`config.mk`:
```
export PLATFORM = sky130hd
export DESIGN_NAME = hps_front
export DESIGN_NICKNAME = d
export VERILOG_FILES = /design/src/design/hps_pkg.sv /design/src/design/hps_front.sv
export SDC_FILE = /design/constraint.sdc
export NUM_CORES = 1
export LEC_CHECK = 0
export BUFFER_PORTS_ARGS = -buffer_cell sky130_fd_sc_hd__buf_2
export CAP_MARGIN = 30
export CORE_MARGIN = 2
export CORE_UTILIZATION = 51
export CTS_CLUSTER_SIZE = 30
export DETAILED_ROUTE_END_ITERATION = 16
export GPL_TIMING_DRIVEN = 0
export PLACE_DENSITY = 0.82
export SLEW_MARGIN = 30
export SYNTH_ARGS = -nofsm -noshare
export SYNTH_HDL_FRONTEND = slang
export SYNTH_SLANG_ARGS = --single-unit
```
`constraint.sdc`:
```
create_clock -name clk -period 2 [get_ports clk]
set_clock_uncertainty 0.05 [all_clocks]
set_input_delay 0 -clock clk [delete_from_list [all_inputs] [get_ports clk]]
set_output_delay 0 -clock clk [all_outputs]
set_load 0.005 [all_outputs]
```
`src/design/hps_pkg.sv`:
```
// shared types and constants of the heater pid supervisor
`default_nettype none

package hps_pkg;

  // input item kinds as carried on in_tuser
  localparam logic [1:0] MODE_TICK = 2'd0;
  localparam logic [1:0] MODE_ON   = 2'd1;
  localparam logic [1:0] MODE_OFF  = 2'd2;

  // fault codes written by the supervisor
  localparam logic [2:0] FAULT_OVERHEAT   = 3'd1;
  localparam logic [2:0] FAULT_SENSOR     = 3'd2;
  localparam logic [2:0] FAULT_AMBIENT    = 3'd3;
  localparam logic [2:0] FAULT_REGULATION = 3'd4;

  // configuration register indexes
  localparam logic [2:0] REG_GAIN_PROP        = 3'd0;
  localparam logic [2:0] REG_GAIN_INTEG       = 3'd1;
  localparam logic [2:0] REG_GAIN_DERIV       = 3'd2;
  localparam logic [2:0] REG_OVERHEAT_LIMIT   = 3'd3;
  localparam logic [2:0] REG_AMBIENT_LEVEL    = 3'd4;
  localparam logic [2:0] REG_REGULATION_BAND  = 3'd5;
  localparam logic [2:0] REG_AMBIENT_TICKS    = 3'd6;
  localparam logic [2:0] REG_REGULATION_TICKS = 3'd7;

  localparam int CFG_AW    = 5;
  localparam int Q_DEPTH   = 4;
  localparam int Q_PTR_W   = 2;
  localparam int HYST_W    = 5;

  typedef enum logic [1:0] {
    HS_OFF       = 2'd0,
    HS_HEATING   = 2'd1,
    HS_REGULATED = 2'd2,
    HS_SHUTDOWN  = 2'd3
  } heater_state_t;

  typedef enum logic [1:0] {
    KIND_TICK = 2'd0,
    KIND_ON   = 2'd1,
    KIND_OFF  = 2'd2,
    KIND_NONE = 2'd3
  } kind_t;

  typedef enum logic [1:0] {
    SEQ_IDLE = 2'd0,
    SEQ_EVAL = 2'd1,
    SEQ_MUL  = 2'd2,
    SEQ_SUM  = 2'd3
  } seq_state_t;

  typedef struct packed {
    logic [15:0] gain_prop;
    logic [15:0] gain_integ;
    logic [15:0] gain_deriv;
    logic [15:0] overheat_limit;
    logic [15:0] ambient_level;
    logic [14:0] regulation_band;
    logic [15:0] ambient_ticks;
    logic [15:0] regulation_ticks;
  } cfg_t;

  typedef struct packed {
    kind_t       kind;
    logic [15:0] temperature;
    logic [14:0] target;
    logic        off_shutdown;
    logic [2:0]  stop_code;
  } queue_item_t;

  typedef struct packed {
    logic        blink;
    logic [2:0]  fault_code;
    logic [1:0]  heater_status;
    logic [9:0]  duty;
  } result_t;

endpackage

`default_nettype wire

```
`src/design/hps_front.sv`:
```
// front end: accepts input beats, classifies them and queues them
`default_nettype none

module hps_front (
  input  wire logic                 clk,
  input  wire logic                 rst_n,
  input  wire logic                 in_tvalid,
  output logic                      in_tready,
  input  wire logic [39:0]          in_tdata,
  input  wire logic [1:0]           in_tuser,
  output logic                      q_valid,
  input  wire logic                 q_ready,
  output hps_pkg::queue_item_t      q_item
);

  hps_pkg::queue_item_t               slot_r [hps_pkg::Q_DEPTH];
  logic [hps_pkg::Q_PTR_W-1:0]        wr_ptr_r, rd_ptr_r;
  logic [hps_pkg::Q_PTR_W:0]          count_r;
  hps_pkg::queue_item_t               entry;
  logic                               push, pop;

  always_comb begin
    entry.temperature  = in_tdata[15:0];
    entry.target       = in_tdata[30:16];
    entry.off_shutdown = in_tdata[31];
    entry.stop_code    = in_tdata[34:32];
    case (in_tuser)
      hps_pkg::MODE_TICK: entry.kind = hps_pkg::KIND_TICK;
      hps_pkg::MODE_ON:   entry.kind = hps_pkg::KIND_ON;
      hps_pkg::MODE_OFF:  entry.kind = hps_pkg::KIND_OFF;
      default:            entry.kind = hps_pkg::KIND_NONE;
    endcase
  end

  assign in_tready = (count_r != (hps_pkg::Q_PTR_W+1)'(hps_pkg::Q_DEPTH));
  assign q_valid   = (count_r != '0);
  assign q_item    = slot_r[rd_ptr_r];
  assign push      = in_tvalid && in_tready;
  assign pop       = q_valid && q_ready;

  always_ff @(posedge clk) begin
    if (!rst_n) begin
      wr_ptr_r <= '0;
      rd_ptr_r <= '0;
      count_r  <= '0;
    end else begin
      if (push) wr_ptr_r <= wr_ptr_r + 1'b1;
      if (pop)  rd_ptr_r <= rd_ptr_r + 1'b1;
      case ({push, pop})
        2'b10:   count_r <= count_r + 1'b1;
        2'b01:   count_r <= count_r - 1'b1;
        default: count_r <= count_r;
      endcase
    end
  end

  always_ff @(posedge clk) begin
    if (push) slot_r[wr_ptr_r] <= entry;
  end

endmodule

`default_nettype wire

```
Yosys cells after proc, flatten, opt, wreduce, memory -nomap -nowiden
Memories as Yosys holds them, arrays and structs flattened. A register that Yosys moved wholly into a read port is not among the register bits.
Cells that the tools add are included.
{ "totals": {"mem_bits_rw": 148, "input_bits": 46, "word_cells": 24, "romBits": 0, "out_inout_bits": 39, "latch_bits": 0, "reg_bits": 7, "mem_count": 1} }
{ "classes": {"bitwise_logic": 0, "shifts": 0, "n_eq_ne": 5, "magnitude_cmp": 0, "div": 0, "n_reduce_logical": 5, "muxes": 6, "mul": 0, "add_sub_neg": 4} }
{ "memory_table": {"columns": ["name", "words", "width", "rd", "rd_clocked_by_memory_dff", "wr", "line_no", "source"], "rows": [
  ["slot_r", 4, 37, 1, 1, 1, "hps_front.sv:16", "hps_pkg::queue_item_t slot_r [hps_pkg::Q_DEPTH];"]
]} }
{ "ops": {"columns": ["cell", "n"], "rows": [
  ["2-bit one-hot mux with 3 select lines", 1],
  ["3-bit one-hot mux with 2 select lines", 1],
  ["2-bit by 1-bit adder with 2-bit output, second input constant", 2],
  ["2-bit by 1-bit equality test with 1-bit output, second input constant", 2],
  ["2-bit equality test, second input constant", 2],
  ["2-bit 2-to-1 mux", 2],
  ["3-bit by 1-bit adder with 3-bit output, second input constant", 1],
  ["3-bit != test, second input constant", 1],
  ["3-bit nonzero test", 1],
  ["3-bit by 1-bit subtractor with 3-bit output, second input constant", 1],
  ["1-bit logical AND", 2],
  ["2-bit zero test", 1],
  ["1-bit 2-to-1 mux", 2],
  ["2-bit nonzero test", 1]
]} }

Logic depth before layout (Yosys ltp)
{ "depth": {"depth_word": 4, "ltp_mapped": 9, "depth_no_buf": 9} }

Worst setup path after synthesis
No wires, ideal clock.
{ "synth_timing": {"path_kind": "register -> register", "start": "register count_r[0] (netlist bit)", "end": "memory slot_r[2][0] (netlist bit) (enable)", "arrival_time_ns": 1.678, "setup_slack_ns": -0.126, "setup_time_ns": 0.398, "period_less_slack_ns": 2.126, "t_required_ns": 1.552, "path_stages_with_launch": 4, "cell_sequence": "dfxtp_1 nor2_1 a21boi_2 and2_1"} }
{ "synth_between": {"elab_chain_cells": 4} }
{ "synth_lines": {"columns": ["element", "line_no", "source"], "rows": [
  ["start: declaration", "hps_front.sv:18", "logic [hps_pkg::Q_PTR_W:0] count_r;"],
  ["start signal: assignment", "hps_front.sv:50", "2'b10: count_r <= count_r + 1'b1;"],
  ["start signal: assignment", "hps_front.sv:51", "2'b01: count_r <= count_r - 1'b1;"],
  ["start signal: assignment", "hps_front.sv:52", "default: count_r <= count_r;"],
  ["3-bit != test", "hps_front.sv:35", "assign in_tready = (count_r != (hps_pkg::Q_PTR_W+1)'(hps_pkg::Q_DEPTH));"],
  ["1-bit logical AND", "hps_front.sv:38", "assign push = in_tvalid && in_tready;"],
  ["1-bit 2-to-1 mux", "hps_front.sv:58", "if (push) slot_r[wr_ptr_r] <= entry;"],
  ["1-bit 2-to-1 mux (not written as such)", "hps_front.sv:58", null],
  ["end: declaration", "hps_front.sv:16", null]
]} }
No other way between the ends.

Final worst setup path
{ "layout_timing": {"start": "register count_r[1] (netlist bit)", "end": "register count_r[2] (netlist bit)"} }
{ "layout_between": {"elab_chain_cells": 4, "word_cells_on_any_way": 10, "classes_between": "2 x add/sub; 3 x eq/ne; 1 x mux; 4 x reduce/logical"} }
{ "layout_lines": {"columns": ["element", "line_no", "source"], "rows": [
  ["3-bit != test or 3-bit nonzero test (tied branches)", "hps_front.sv:35, hps_front.sv:36", null],
  ["1-bit logical AND, on equally long branches", "hps_front.sv:38, hps_front.sv:39", null],
  ["2-bit by 1-bit equality test with 1-bit output or 2-bit equality test (tied branches)", "hps_front.sv:49", "case ({push, pop})"],
  ["3-bit one-hot mux with 2 select lines or 2-bit nonzero test (tied branches)", null, null]
]} }
Parallel ways exist; a longest one is shown, timed or not.
A chain may end at the register's enable or synchronous reset.

==> impl_metrics.ini <==
[final_layout]
layout-drive-gt1-share = 0.402
fillers = 783
mostFrequentLayoutCells = edfxtp_1, buf_2, dlygate4sd3_1
final_nets = 437
n_antenna_cell = 0
syn2layout_area_growth_pct = 26.8
finalNonFillerCells = 541
final_common_cell = edfxtp_1

[floorplan]
fp.dieW_um = 111
die_h_um = 111
rows = 39
core-area_um2 = 11300
initial_utilization = 0.520
dieArea_um2 = 12400
io_pins = 85

[drt]
dr.pass1.iters = 4
antenna_left = 0
wirelength_um = 9950
drc = 0
post_drt_wl_per_cell_um = 18.4
via_per_inst = 5.26
dr.first_iter.drc_count = 96
via_count = 2843

[placed_design]
hpwl_um = 5670
dp.cells = 466
place_congestion = 0.727
portBuffers = 76

[synthesis]
synth_nets = 299
netlist_area_um2 = 5890
yosys_warnings = 0
avgSynthCellArea_um2 = 23.8
ys_ff_latch = 157
synth.yosys.seq_area_share = 0.785
synthCells = 247
synth.distinct_cells = 25

[timing]
drv_slew = 0
setup_viol = 0
min_period_ps = 1910
grt_setup_unrepaired = false
hold_viol_final = 0
fmax_mhz = 524
finalCritPeriodShare = 0.954
slew_headroom = 0.612
final.setup.tns_ps = 0
worst_pin_slew_ps = 582

[setup_path]
endpoint_kind = flip-flop
worstSetupPathType = reg2reg
critPathArrivalTime_ps = 2200
cp_max_fo = 6
cp-start-kind = flip-flop
critPathRequiredTime_ps = 2290

[global_route]
antenna_found_initial = 0
track_usage = 0.169
grt_max_degree = 38
grt.overflow.total = 0
grt_pass1_wl_um = 15800
grt_pass1_vias = 3055

[clock_tree]
insertion_delay_ps = 410
cts_tree = done
cts_buffers = 17
clk_pin_slew_ps = 60
clock-sinks = 157
clk_path_buf_depth = 2
h-tree-depth = 4
cts-root-buf = clkbuf_16

[power]
p_comb_frac = 0.227
pwr-share-clk = 0.327
leakage_nw = 2.61
internal-power_w = 0.00678
powerDensity_nw_per_um2 = 1230
switchingPower_w = 0.00240
seq_power_share = 0.446
ir_drop_v = 0.000734
switching_share = 0.261

[job]
drv_cap = 0

[status]
status = completed

[min_path]
hold_path.class = in2reg
[final cells by class]
cell class / count / area, um2 / area share
Tap cell: 143 / 179 / 0.0240
Timing Repair Buffer: 119 / 801 / 0.107
Multi-Input combinational cell: 73 / 1170 / 0.157
Inverter: 6 / 22.5 / 0.00302
Buffer: 11 / 103 / 0.0137
Clock buffer: 17 / 425 / 0.0570
Clock inverter: 15 / 129 / 0.0173
Sequential cell: 157 / 4640 / 0.621
[registers in the layout, indices dropped and copies added (netlist names), named ones only]
name	flops
wr_ptr_r	2
rd_ptr_r	2
slot_r	148
count_r	3
[path summary, 6_finish.rpt]
check | start | endpoint | slack [ps] | depth (start not counted)
worst max-delay path | count_r[1] | count_r[2] | 90 | 9
worst min-delay path | in_tvalid | wr_ptr_r[1] | 60 | 4
worst max register to register | count_r[1] | count_r[2] | 90 | 9
worst min register to register | wr_ptr_r[1] | wr_ptr_r[1] | 460 | 2
[through the flow]
stage	setup slack (ps)	instance area (um2)	utilization	total power [W]	hold WS (ps)
after floorplan	56.4	5890	-	0.00543	48.9
after global placement	-165	6450	0.570	0.00608	160
after detailed placement	-133	6460	0.570	0.00614	168
after CTS	47.2	7440	0.657	0.00923	43.7
after global routing	14.3	7460	0.659	0.00955	54.4
final	91.3	7460	0.659	0.00918	61.0
[critical path: stages (launching register included)]
cell and delay [ps]:
dfxtp_4 370, nor2_4 140, a21boi_4 60, inv_1 60
ha_2 180, inv_1 50, fa_2 330, xor2_1 160
or3_1 320, a21boi_1 130
[synthesized netlist by cell type]
library cell,count,share of area
edfxtp_1,148,0.75
mux4_2,30,0.11
dfxtp_1,9,0.031
and2_1,7,0.0074
mux4_1,7,0.031
inv_1,6,0.0038
nand2_1,6,0.0038
ha_1,5,0.011
buf_12,3,0.010
buf_2,3,0.0025
clkbuf_1,3,0.0019
xnor2_1,3,0.0045
mux2i_1,2,0.0034
nor2b_1,2,0.0021
o21ai_0,2,0.0017
or3_1,2,0.0021
a21boi_0,1,0.0013
a21boi_2,1,0.0019
buf_6,1,0.0019
clkbuf_2,1,0.00085
fa_1,1,0.0034
nor2_1,1,0.00064
o311ai_1,1,0.0015
o31a_1,1,0.0015
xor2_1,1,0.0015
[metal layers]
metal | global-route usage | vias up | share of wire
li1 | - | 1304 | -
met5 | 0 | - | 0
met4 | 0.0593 | 0 | 0.0090
met2 | 0.285 | 73 | 0.52
met3 | 0.0435 | 10 | 0.044
met1 | 0.215 | 1456 | 0.42
[repair_timing]
action / in CTS / in global routing
buffers inserted: 2 / 2
pin swaps: 2 / 3
endpoints found under the setup margin: 2 / 1
gates cloned: 0 / 0
hold endpoints to repair: 157 / 0
hold buffers: 39 / 0
resized for setup: 9 / 3
[cells by family after synthesis]
family,after synthesis,synth area share
adders and majority gates,6,0.0140
buffers and inverters,17,0.0212
DFF,157,0.785
muxes,39,0.149
xor gates and xnor gates,4,0.00595
AOI/OAI and AO/OA,6,0.00786
and+or+nand+nor,18,0.0161
[power by group through the flow]
stage | Clock, W | Combinational [W] | Sequential (W)
finish | 0.00300 | 0.00208 | 0.00409
global route | 0.00316 | 0.00227 | 0.00412
CTS | 0.00304 | 0.00210 | 0.00409
detailed placement | 0 | 0.00200 | 0.00415
global placement | 0 | 0.00196 | 0.00412
floorplan | 0 | 0.00132 | 0.00411
Power figures use the tool's default switching activity.
